File: src/rtl/sh24_pkg.sv
`timescale 1ns / 1ps
`default_nettype none

package sh24_pkg;

  // initialization constants
  localparam logic [63:0] SIP_C0 = 64'h736f6d6570736575;
  localparam logic [63:0] SIP_C1 = 64'h646f72616e646f6d;
  localparam logic [63:0] SIP_C2 = 64'h6c7967656e657261;
  localparam logic [63:0] SIP_C3 = 64'h7465646279746573;
  localparam logic [63:0] FIN_XOR = 64'h00000000000000ff;

  // key register reset values
  localparam logic [63:0] KEY_LOW_RESET  = 64'h0706050403020100;
  localparam logic [63:0] KEY_HIGH_RESET = 64'h0f0e0d0c0b0a0908;

  // register index as decoded from paddr[3]
  localparam logic REG_KEY_LOW  = 1'b0;
  localparam logic REG_KEY_HIGH = 1'b1;

  typedef logic [3:0][63:0] lanes_t;

  // command kinds handed from front to core
  typedef enum logic [1:0] {
    CMD_ABSORB     = 2'd0,  // absorb a full word
    CMD_FINAL      = 2'd1,  // absorb partial word with length, finalize
    CMD_FULL_FINAL = 2'd2   // absorb full word, then length block, finalize
  } cmd_kind_t;

  typedef struct packed {
    cmd_kind_t   kind;
    logic [63:0] word;
    logic [7:0]  count;
  } cmd_t;

  // lanes loaded at message start
  function automatic lanes_t sip_init(input logic [63:0] k0, input logic [63:0] k1);
    lanes_t v;
    v[0] = SIP_C0 ^ k0;
    v[1] = SIP_C1 ^ k1;
    v[2] = SIP_C2 ^ k0;
    v[3] = SIP_C3 ^ k1;
    return v;
  endfunction

  // one sip round
  function automatic lanes_t sip_round(input lanes_t v);
    logic [63:0] a;
    logic [63:0] b;
    logic [63:0] c;
    logic [63:0] d;
    lanes_t      r;
    a = v[0];
    b = v[1];
    c = v[2];
    d = v[3];
    a = a + b;
    b = {b[50:0], b[63:51]};
    b = b ^ a;
    a = {a[31:0], a[63:32]};
    c = c + d;
    d = {d[47:0], d[63:48]};
    d = d ^ c;
    a = a + d;
    d = {d[42:0], d[63:43]};
    d = d ^ a;
    c = c + b;
    b = {b[46:0], b[63:47]};
    b = b ^ c;
    c = {c[31:0], c[63:32]};
    r[0] = a;
    r[1] = b;
    r[2] = c;
    r[3] = d;
    return r;
  endfunction

endpackage

`default_nettype wire

File: src/rtl/sh24_front.sv
`timescale 1ns / 1ps
`default_nettype none

module sh24_front (
  input  wire logic          clk,
  input  wire logic          rst_n,
  input  wire logic          in_valid,
  output logic               in_stall,
  input  wire logic [7:0]    in_data_byte,
  input  wire logic          in_byte_present,
  input  wire logic          in_last,
  output logic               msg_start,
  output logic               push,
  output sh24_pkg::cmd_t     push_cmd,
  input  wire logic          q_full
);
  import sh24_pkg::*;

  logic [63:0] buf_r, buf_nxt;
  logic [7:0]  cnt_r, cnt_nxt;
  logic        open_r, open_nxt;
  logic        accept;
  logic [63:0] merged;
  logic [7:0]  cnt_inc;
  logic        word_full;

  assign in_stall = q_full;
  assign accept   = in_valid && !q_full;

  // first word of a message that carries a byte or an end
  assign msg_start = accept && (in_byte_present || in_last) && !open_r;

  // drop the byte into its lane of the partial word
  always_comb begin
    merged = buf_r;
    for (int b = 0; b < 8; b++) begin
      if (cnt_r[2:0] == 3'(b)) begin
        merged[b*8 +: 8] = in_data_byte;
      end
    end
  end

  assign cnt_inc   = cnt_r + 8'd1;
  assign word_full = (cnt_inc[2:0] == 3'd0);

  // classify the word and build the core command
  always_comb begin
    buf_nxt        = buf_r;
    cnt_nxt        = cnt_r;
    open_nxt       = open_r;
    push           = 1'b0;
    push_cmd.kind  = CMD_ABSORB;
    push_cmd.word  = merged;
    push_cmd.count = cnt_inc;
    if (accept) begin
      if (in_byte_present || in_last) begin
        open_nxt = !in_last;
      end
      if (in_byte_present) begin
        if (word_full && !in_last) begin
          push    = 1'b1;
          buf_nxt = '0;
          cnt_nxt = cnt_inc;
        end else if (word_full) begin
          push          = 1'b1;
          push_cmd.kind = CMD_FULL_FINAL;
          buf_nxt       = '0;
          cnt_nxt       = '0;
        end else if (in_last) begin
          push          = 1'b1;
          push_cmd.kind = CMD_FINAL;
          buf_nxt       = '0;
          cnt_nxt       = '0;
        end else begin
          buf_nxt = merged;
          cnt_nxt = cnt_inc;
        end
      end else if (in_last) begin
        push           = 1'b1;
        push_cmd.kind  = CMD_FINAL;
        push_cmd.word  = buf_r;
        push_cmd.count = cnt_r;
        buf_nxt        = '0;
        cnt_nxt        = '0;
      end
    end
  end

  always_ff @(posedge clk) begin
    if (!rst_n) begin
      buf_r  <= '0;
      cnt_r  <= '0;
      open_r <= 1'b0;
    end else begin
      buf_r  <= buf_nxt;
      cnt_r  <= cnt_nxt;
      open_r <= open_nxt;
    end
  end

endmodule

`default_nettype wire

File: src/rtl/sh24_cmdq.sv
`timescale 1ns / 1ps
`default_nettype none

module sh24_cmdq #(
  parameter int DEPTH = 4
) (
  input  wire logic          clk,
  input  wire logic          rst_n,
  input  wire logic          push,
  input  wire sh24_pkg::cmd_t push_cmd,
  output logic               full,
  input  wire logic          pop,
  output logic               q_valid,
  output sh24_pkg::cmd_t     q_cmd
);
  import sh24_pkg::*;

  localparam int PW = (DEPTH > 1) ? $clog2(DEPTH) : 1;
  localparam int CW = $clog2(DEPTH + 1);

  cmd_t          mem_r [DEPTH];
  logic [PW-1:0] wr_ptr_r, wr_ptr_nxt;
  logic [PW-1:0] rd_ptr_r, rd_ptr_nxt;
  logic [CW-1:0] fill_r, fill_nxt;
  logic          do_push;
  logic          do_pop;

  assign full    = (fill_r == CW'(DEPTH));
  assign q_valid = (fill_r != '0);
  assign q_cmd   = mem_r[rd_ptr_r];
  assign do_push = push && !full;
  assign do_pop  = pop && q_valid;

  // pointer and fill bookkeeping
  always_comb begin
    wr_ptr_nxt = wr_ptr_r;
    rd_ptr_nxt = rd_ptr_r;
    fill_nxt   = fill_r;
    if (do_push) begin
      wr_ptr_nxt = (wr_ptr_r == PW'(DEPTH - 1)) ? '0 : wr_ptr_r + PW'(1);
    end
    if (do_pop) begin
      rd_ptr_nxt = (rd_ptr_r == PW'(DEPTH - 1)) ? '0 : rd_ptr_r + PW'(1);
    end
    if (do_push && !do_pop) begin
      fill_nxt = fill_r + CW'(1);
    end else if (do_pop && !do_push) begin
      fill_nxt = fill_r - CW'(1);
    end
  end

  always_ff @(posedge clk) begin
    if (do_push) begin
      mem_r[wr_ptr_r] <= push_cmd;
    end
  end

  always_ff @(posedge clk) begin
    if (!rst_n) begin
      wr_ptr_r <= '0;
      rd_ptr_r <= '0;
      fill_r   <= '0;
    end else begin
      wr_ptr_r <= wr_ptr_nxt;
      rd_ptr_r <= rd_ptr_nxt;
      fill_r   <= fill_nxt;
    end
  end

endmodule

`default_nettype wire

File: src/rtl/sh24_core.sv
`timescale 1ns / 1ps
`default_nettype none

module sh24_core (
  input  wire logic          clk,
  input  wire logic          rst_n,
  input  wire logic [63:0]   key_low,
  input  wire logic [63:0]   key_high,
  input  wire logic          q_valid,
  input  wire sh24_pkg::cmd_t q_cmd,
  output logic               pop,
  output logic               out_valid,
  input  wire logic          out_stall,
  output logic [63:0]        out_hash_value
);
  import sh24_pkg::*;

  // round schedule: two rounds for the word, two for the length block,
  // then four finalization rounds
  localparam logic [2:0] STEP_WORD0 = 3'd0;
  localparam logic [2:0] STEP_WORD1 = 3'd1;
  localparam logic [2:0] STEP_LEN0  = 3'd2;
  localparam logic [2:0] STEP_LEN1  = 3'd3;
  localparam logic [2:0] STEP_FIN0  = 3'd4;
  localparam logic [2:0] STEP_FIN3  = 3'd7;

  cmd_t        cmd_r, cmd_nxt;
  logic        busy_r, busy_nxt;
  logic [2:0]  step_r, step_nxt;
  lanes_t      lanes_r, lanes_nxt;
  logic        fresh_r, fresh_nxt;
  logic        out_valid_r, out_valid_nxt;
  logic [63:0] out_hash_r, out_hash_nxt;

  lanes_t      v_pre;
  lanes_t      v_rnd;
  logic [63:0] len_word;
  logic [63:0] msg;
  logic        is_final;
  logic        last_step;
  logic        advance;

  assign out_valid      = out_valid_r;
  assign out_hash_value = out_hash_r;

  assign is_final  = (cmd_r.kind != CMD_ABSORB);
  assign last_step = is_final ? (step_r == STEP_FIN3) : (step_r == STEP_WORD1);
  assign advance   = busy_r && !(last_step && is_final && out_valid_r && out_stall);
  assign pop       = !busy_r && q_valid;

  // final block: partial word only for a plain final, length on top
  assign len_word = ((cmd_r.kind == CMD_FINAL) ? cmd_r.word : 64'd0) |
                    {cmd_r.count, 56'd0};
  assign msg      = step_r[1] ? len_word : cmd_r.word;

  // one round per cycle, unless a held result stalls the last round, with the message folded in around it
  always_comb begin
    v_pre = lanes_r;
    if (step_r == STEP_WORD0 || step_r == STEP_LEN0) begin
      v_pre[3] = lanes_r[3] ^ msg;
    end
    if (step_r == STEP_FIN0) begin
      v_pre[2] = lanes_r[2] ^ FIN_XOR;
    end
    v_rnd = sip_round(v_pre);
    if (step_r == STEP_WORD1 || step_r == STEP_LEN1) begin
      v_rnd[0] = v_rnd[0] ^ msg;
    end
  end

  // sequencing, lane update and result register
  always_comb begin
    cmd_nxt       = cmd_r;
    busy_nxt      = busy_r;
    step_nxt      = step_r;
    lanes_nxt     = lanes_r;
    fresh_nxt     = fresh_r;
    out_valid_nxt = out_valid_r;
    out_hash_nxt  = out_hash_r;
    if (out_valid_r && !out_stall) begin
      out_valid_nxt = 1'b0;
    end
    if (advance) begin
      lanes_nxt = v_rnd;
      step_nxt  = step_r + 3'd1;
      if (last_step) begin
        busy_nxt = 1'b0;
        if (is_final) begin
          fresh_nxt     = 1'b1;
          out_valid_nxt = 1'b1;
          out_hash_nxt  = v_rnd[0] ^ v_rnd[1] ^ v_rnd[2] ^ v_rnd[3];
        end
      end
    end
    if (pop) begin
      cmd_nxt  = q_cmd;
      busy_nxt = 1'b1;
      step_nxt = (q_cmd.kind == CMD_FINAL) ? STEP_LEN0 : STEP_WORD0;
      // first command of a message loads the lanes from its key
      if (fresh_r) begin
        lanes_nxt = sip_init(key_low, key_high);
        fresh_nxt = 1'b0;
      end
    end
  end

  always_ff @(posedge clk) begin
    if (!rst_n) begin
      busy_r      <= 1'b0;
      step_r      <= STEP_WORD0;
      fresh_r     <= 1'b1;
      out_valid_r <= 1'b0;
    end else begin
      busy_r      <= busy_nxt;
      step_r      <= step_nxt;
      fresh_r     <= fresh_nxt;
      out_valid_r <= out_valid_nxt;
    end
  end

  always_ff @(posedge clk) begin
    cmd_r      <= cmd_nxt;
    lanes_r    <= lanes_nxt;
    out_hash_r <= out_hash_nxt;
  end

endmodule

`default_nettype wire

File: src/rtl/siphash_2_4_byte_stream.sv
`timescale 1ns / 1ps
`default_nettype none

// channel  | ports                                          | dir
// ---------+------------------------------------------------+-----
// in       | in_valid, in_stall, in_data_byte,              | in
//          | in_byte_present, in_last                       |
// out      | out_valid, out_stall, out_hash_value           | out
// cfg      | psel, penable, pwrite, paddr, pwdata, prdata,  | apb
//          | pready (key_low at 0x0, key_high at 0x8)       |
//
// one byte is taken per cycle while the command queue has room; the front
// packs bytes and queues a command per full word or message end. the core
// loads each command and runs one sip round per cycle unless a held result
// stalls it. the input stalls only when the command queue fills: short
// messages back to back, or a held result.
// rst_n is synchronous; it clears the queue, the partial word and the
// sequencer and sets the key to its default. a stalled result holds the core.
module siphash_2_4_byte_stream #(
  parameter int QUEUE_DEPTH = 4
) (
  input  wire logic        clk,
  input  wire logic        rst_n,
  input  wire logic        in_valid,
  output logic             in_stall,
  input  wire logic [7:0]  in_data_byte,
  input  wire logic        in_byte_present,
  input  wire logic        in_last,
  output logic             out_valid,
  input  wire logic        out_stall,
  output logic [63:0]      out_hash_value,
  input  wire logic        psel,
  input  wire logic        penable,
  input  wire logic        pwrite,
  input  wire logic [3:0]  paddr,
  input  wire logic [63:0] pwdata,
  output logic [63:0]      prdata,
  output logic             pready
);
  import sh24_pkg::*;

  logic [63:0] key_low_r;
  logic [63:0] key_high_r;
  logic [63:0] msg_key_low_r;
  logic [63:0] msg_key_high_r;
  logic        cfg_wr;
  logic        msg_start;
  logic        push;
  cmd_t        push_cmd;
  logic        q_full;
  logic        pop;
  logic        q_valid;
  cmd_t        q_cmd;

  assign pready = 1'b1;
  assign cfg_wr = psel && penable && pwrite;

  // key registers
  always_ff @(posedge clk) begin
    if (!rst_n) begin
      key_low_r  <= KEY_LOW_RESET;
      key_high_r <= KEY_HIGH_RESET;
    end else if (cfg_wr) begin
      unique case (paddr[3])
        REG_KEY_LOW:  key_low_r  <= pwdata;
        REG_KEY_HIGH: key_high_r <= pwdata;
        default:      key_low_r  <= key_low_r;
      endcase
    end
  end

  // key held from the start of the message being received
  always_ff @(posedge clk) begin
    if (!rst_n) begin
      msg_key_low_r  <= KEY_LOW_RESET;
      msg_key_high_r <= KEY_HIGH_RESET;
    end else if (msg_start) begin
      msg_key_low_r  <= key_low_r;
      msg_key_high_r <= key_high_r;
    end
  end

  // register readback
  always_comb begin
    unique case (paddr[3])
      REG_KEY_LOW:  prdata = key_low_r;
      REG_KEY_HIGH: prdata = key_high_r;
      default:      prdata = '0;
    endcase
  end

  sh24_front u_front (
    .clk             (clk),
    .rst_n           (rst_n),
    .in_valid        (in_valid),
    .in_stall        (in_stall),
    .in_data_byte    (in_data_byte),
    .in_byte_present (in_byte_present),
    .in_last         (in_last),
    .msg_start       (msg_start),
    .push            (push),
    .push_cmd        (push_cmd),
    .q_full          (q_full)
  );

  sh24_cmdq #(
    .DEPTH (QUEUE_DEPTH)
  ) u_cmdq (
    .clk      (clk),
    .rst_n    (rst_n),
    .push     (push),
    .push_cmd (push_cmd),
    .full     (q_full),
    .pop      (pop),
    .q_valid  (q_valid),
    .q_cmd    (q_cmd)
  );

  sh24_core u_core (
    .clk            (clk),
    .rst_n          (rst_n),
    .key_low        (msg_key_low_r),
    .key_high       (msg_key_high_r),
    .q_valid        (q_valid),
    .q_cmd          (q_cmd),
    .pop            (pop),
    .out_valid      (out_valid),
    .out_stall      (out_stall),
    .out_hash_value (out_hash_value)
  );

endmodule

`default_nettype wire

File: config.mk
export PLATFORM = sky130hd
export DESIGN_NAME = siphash_2_4_byte_stream
export DESIGN_NICKNAME = d
export VERILOG_FILES = /design/src/rtl/sh24_pkg.sv /design/src/rtl/sh24_front.sv /design/src/rtl/sh24_cmdq.sv /design/src/rtl/sh24_core.sv /design/src/rtl/siphash_2_4_byte_stream.sv
export SDC_FILE = /design/constraint.sdc
export NUM_CORES = 2
export LEC_CHECK = 0
export CAP_MARGIN = 5
export CORE_MARGIN = 3
export CORE_UTILIZATION = 65
export DETAILED_ROUTE_END_ITERATION = 12
export DONT_BUFFER_PORTS = 1
export PLACE_DENSITY_LB_ADDON = 0.15
export SYNTH_ARGS = -nofsm -noshare
export SYNTH_HDL_FRONTEND = slang
export SYNTH_SLANG_ARGS = --single-unit
File: constraint.sdc
create_clock -name clk -period 10.6 [get_ports clk]
set_input_delay 0 -clock clk [delete_from_list [all_inputs] [get_ports clk]]
set_output_delay 0 -clock clk [all_outputs]
set_load 0.05 [all_outputs]
==> results.sh, run 1 <==
export IMPL_yosysUniqueCellTypes=106
export IMPL_initial_core_util_pct=65.9
export IMPL_yosysTopAreaCell="edfxtp_1"
export IMPL_ys_warn_count=0
export IMPL_synth_nets=6759
export IMPL_synthAdderAreaFrac_pct=5.64
export IMPL_die_x_um=312
export IMPL_synth_area_leaders="edfxtp_1, dfxtp_1, xnor2_1"
export IMPL_clock_sinks=1034
export IMPL_track_usage_pct=66.2
export IMPL_io_pins=216
export IMPL_post_synth_mux_area_share_pct=5.72
export IMPL_avgSynthCellArea_um2=9.46
export IMPL_grt_overflow=2
export IMPL_port_buffers=0
export IMPL_place_congestion=1.30
export IMPL_grt_max_degree=343
export IMPL_firstError="[ERROR GRT-0116] Global routing finished with congestion. Check the congestion regions in the DRC Viewer."
export IMPL_synthesis_instances=6416
export IMPL_synth_edf_count=434
export IMPL_cts_root_buf="clkbuf_16"
export IMPL_ys_top_cells_by_count="nand2_1, dfxtp_1, xnor2_1, edfxtp_1, a21oi_1"
export IMPL_synth_seq_area_share_pct=41.3
export IMPL_synth_main_ff_cell="dfxtp_1"
export IMPL_synth_compound_area_share_pct=16.9
export IMPL_outcome="did not finish"
export IMPL_hpwl_mm=224
export IMPL_h_tree_depth=3
export IMPL_die_y_um=312
export IMPL_synth_xor_area_share_pct=13.0
export IMPL_cts_resized=0
export IMPL_synth_top_family_by_area="compound AO/OA/AOI/OAI gates"
export IMPL_yosys_cell_count_top_type="nand2_1"
export IMPL_async_reset_ff_share_pct=0
export IMPL_synthesis_area_mm2=0.0607
export IMPL_stop_stage="global routing"
export IMPL_yosys_area_share_simple_pct=14.1
export IMPL_grt_pass1_vias=58900
export IMPL_clockBufferDepth=3
export IMPL_synth_top_area_share_pct=21.5
export IMPL_rows=111
export IMPL_grt_pass1_wl_mm=453
export IMPL_cts_buffers=103
export IMPL_ys_seq_elements=1034
==> cells by family after synthesis <==
kind of cell / count (synthesis)
simple gates: 1903
xor+xnor: 852
other cells: 1
flops: 1034
fa+ha+maj: 273
compound gates: 1580
mux: 238
buf+inv: 535
==> stage by stage <==
step / cells / setup WS (ns) / utilization (%) / cell area [µm²] / hold slack (ns)
after floorplan: 6416 / 2.41 / - / 60700 / 0.124
after global placement: 7470 / 1.12 / 67.6 / 62200 / 0.0897
after detailed placement: 7470 / 0.909 / 67.6 / 62200 / 0.0986
after CTS: 7775 / 0.800 / 72.6 / 66800 / 0.000422
==> per-layer routing <==
metal / GRT overflow / global-route usage (%)
met5: 0 / 7.66
met4: 2 / 66.3
met3: 0 / 44.3
met2: 0 / 85.1
met1: 0 / 69.4
==> timing repair <==
| item | CTS |
|---|---|
| endpoints found under the hold margin | 632 |
| hold buffers | 111 |
| buffers inserted | 0 |
==> run 2: changes to the inputs <==
- CORE_UTILIZATION: 65 -> 40
==> run 2 against run 1 <==
Net effect: the run now ends clean; synthesized cell count unchanged; area after synthesis unchanged.
==> results.sh, run 2 <==
export IMPL_hold_class="input pin to register"
export IMPL_cp_top_family="compound AO/OA/AOI/OAI gates"
export IMPL_clk_latency_ns=0.80
export IMPL_io_pins=216
export IMPL_largest_reg_flops=296
export IMPL_grt_max_degree=343
export IMPL_drc=0
export IMPL_grtUsageMet2_pct=60.4
export IMPL_cts_resized=0
export IMPL_yosysTopAreaCell="edfxtp_1"
export IMPL_ys_seq_elements=1034
export IMPL_synth_compound_area_share_pct=16.9
export IMPL_cts_root_buf="clkbuf_16"
export IMPL_cts_buffers=116
export IMPL_grt_overflow=0
export IMPL_synthAdderAreaFrac_pct=5.64
export IMPL_cp_arrival_ns=10.26
export IMPL_die_x_um=395
export IMPL_h_tree_depth=3
export IMPL_cp_slowest_stage_delay_ns=0.51
export IMPL_rows=142
export IMPL_synthesis_area_mm2=0.0607
export IMPL_wirelength_mm=322
export IMPL_synth_nets=6759
export IMPL_crit_buf_inv=7
export IMPL_post_synth_mux_area_share_pct=5.72
export IMPL_yosys_area_share_simple_pct=14.1
export IMPL_tightest_slew_ns=1.35
export IMPL_top_register="u_cmdq.mem_r"
export IMPL_synth_area_leaders="edfxtp_1, dfxtp_1, xnor2_1"
export IMPL_synthToLayoutAreaGrowth_pct=17.2
export IMPL_die_area_mm2=0.156
export IMPL_port_buffers=0
export IMPL_cts_tree="built"
export IMPL_viasPerCell=6.01
export IMPL_yosysUniqueCellTypes=106
export IMPL_track_usage_pct=39.9
export IMPL_clockBufferDepth=3
export IMPL_async_reset_ff_share_pct=0
export IMPL_synth_edf_count=434
export IMPL_drv_cap=0
export IMPL_critPathKind="register to register"
export IMPL_synth_top_family_by_area="compound AO/OA/AOI/OAI gates"
export IMPL_path_clk_slew_ns=0.06
export IMPL_ant_nets=0
export IMPL_grt_pass1_wl_mm=428
export IMPL_ys_top_cells_by_count="nand2_1, dfxtp_1, xnor2_1, edfxtp_1, a21oi_1"
export IMPL_drive_above_1_share_pct=12.3
export IMPL_worst_clock_skew_ns=0.0823
export IMPL_avgSynthCellArea_um2=9.46
export IMPL_grtUsageMet1_pct=51.5
export IMPL_layout_min_cycle_time_ns=9.57
export IMPL_core_area_mm2=0.150
export IMPL_critical_path_max_fanout=55
export IMPL_critPathLaunchType="register"
export IMPL_finalSetupTns_ns=0
export IMPL_layout_commonest_cell="nand2_1"
export IMPL_clock_sinks=1034
export IMPL_yosys_cell_count_top_type="nand2_1"
export IMPL_max_slew_margin_pct=9.93
export IMPL_place_congestion=1.12
export IMPL_initial_core_util_pct=40.4
export IMPL_busiest_layer="met2"
export IMPL_rsz0062_at_grt="false"
export IMPL_slowest_stage="ha_1"
export IMPL_layout_common_cells="nand2_1, dfxtp_1, xnor2_1"
export IMPL_cp_required_ns=11.29
export IMPL_finalHoldViolations=0
export IMPL_die_y_um=395
export IMPL_synth_xor_area_share_pct=13.0
export IMPL_grt_pass1_vias=50300
export IMPL_slew_viol_final=0
export IMPL_ys_warn_count=0
export IMPL_via_count=53400
export IMPL_r2r_slack_ns=1.03
export IMPL_wl_per_cell_um=36.2
export IMPL_synth_seq_area_share_pct=41.3
export IMPL_largest_registers="u_cmdq.mem_r: 296 flops, u_core.lanes_r: 256 flops, u_core.cmd_r: 74 flops"
export IMPL_cts_hold_buf=220
export IMPL_gr_usage_met3_pct=6.59
export IMPL_fmax_mhz=105
export IMPL_antenna_found_initial=25
export IMPL_outcome="complete, no violations"
export IMPL_finalNetCount=7102
export IMPL_synth_main_ff_cell="dfxtp_1"
export IMPL_period_share_pct=90.2
export IMPL_setup_viol=0
export IMPL_post_cts_setup_buffer_count=0
export IMPL_hpwl_mm=262
export IMPL_firstDrtPassIters=8
export IMPL_synth_top_area_share_pct=21.5
export IMPL_drt_iter0_markers=6255
export IMPL_synthesis_instances=6416
export IMPL_cp_end_kind="register"
## run 2: cell families after synthesis
group / after synthesis
compound gates: 1580
xor+xnor: 852
fa+ha+maj: 273
buf+inv: 535
flops: 1034
mux: 238
other cells: 1
simple gates: 1903
## run 2: worst paths after layout
kind,cells after the start,endpoint,from
min,3,key_low_r[0],pwdata[0]
max reg2reg,40,u_core.lanes_r[59],u_core.step_r[0]
max,40,u_core.lanes_r[59],u_core.step_r[0]
min reg2reg,2,msg_key_low_r[46],key_low_r[46]
## run 2: worst min-delay path: stages
cell	delay, ns
dlygate4sd3_1	0.57
nand2_1	0.07
a21boi_0	0.07
## run 2: final cells by class
class,instances,area (µm²)
repair buffers,562,4870
inverters,198,746
flip-flops and latches,1034,25100
multi-input cells,4847,33800
well taps,2016,2520
fillers,14500,79200
clock buffers,161,3280
diodes,13,32.5
clock inverters,60,818
## run 2: per-layer routing
metal / up-vias / part of all wire [%]
met5: - / 0.016
met3: 668 / 7.7
met1: 26600 / 40
met4: 8 / 9.1
met2: 2716 / 43
li1: 23400 / -
## run 2: through the flow
step	utilization [%]	instances	worst slack, ns	cell area, µm²	hold WS, ns
3_3_place_gp	43.1	8437	1.44	64800	0.0961
4_1_cts	47.3	8878	1.36	71100	0.00159
5_1_grt	47.3	8878	0.585	71100	0.0468
3_5_place_dp	43.1	8437	1.34	64800	0.102
6_report	47.3	8891	1.03	71100	0.0347
2_1_floorplan	-	6416	2.41	60700	0.124
Power of run 2 is left out: the tool's default activity adds up to more than one toggle a clock period on the data nets, which glitch-free logic cannot reach.
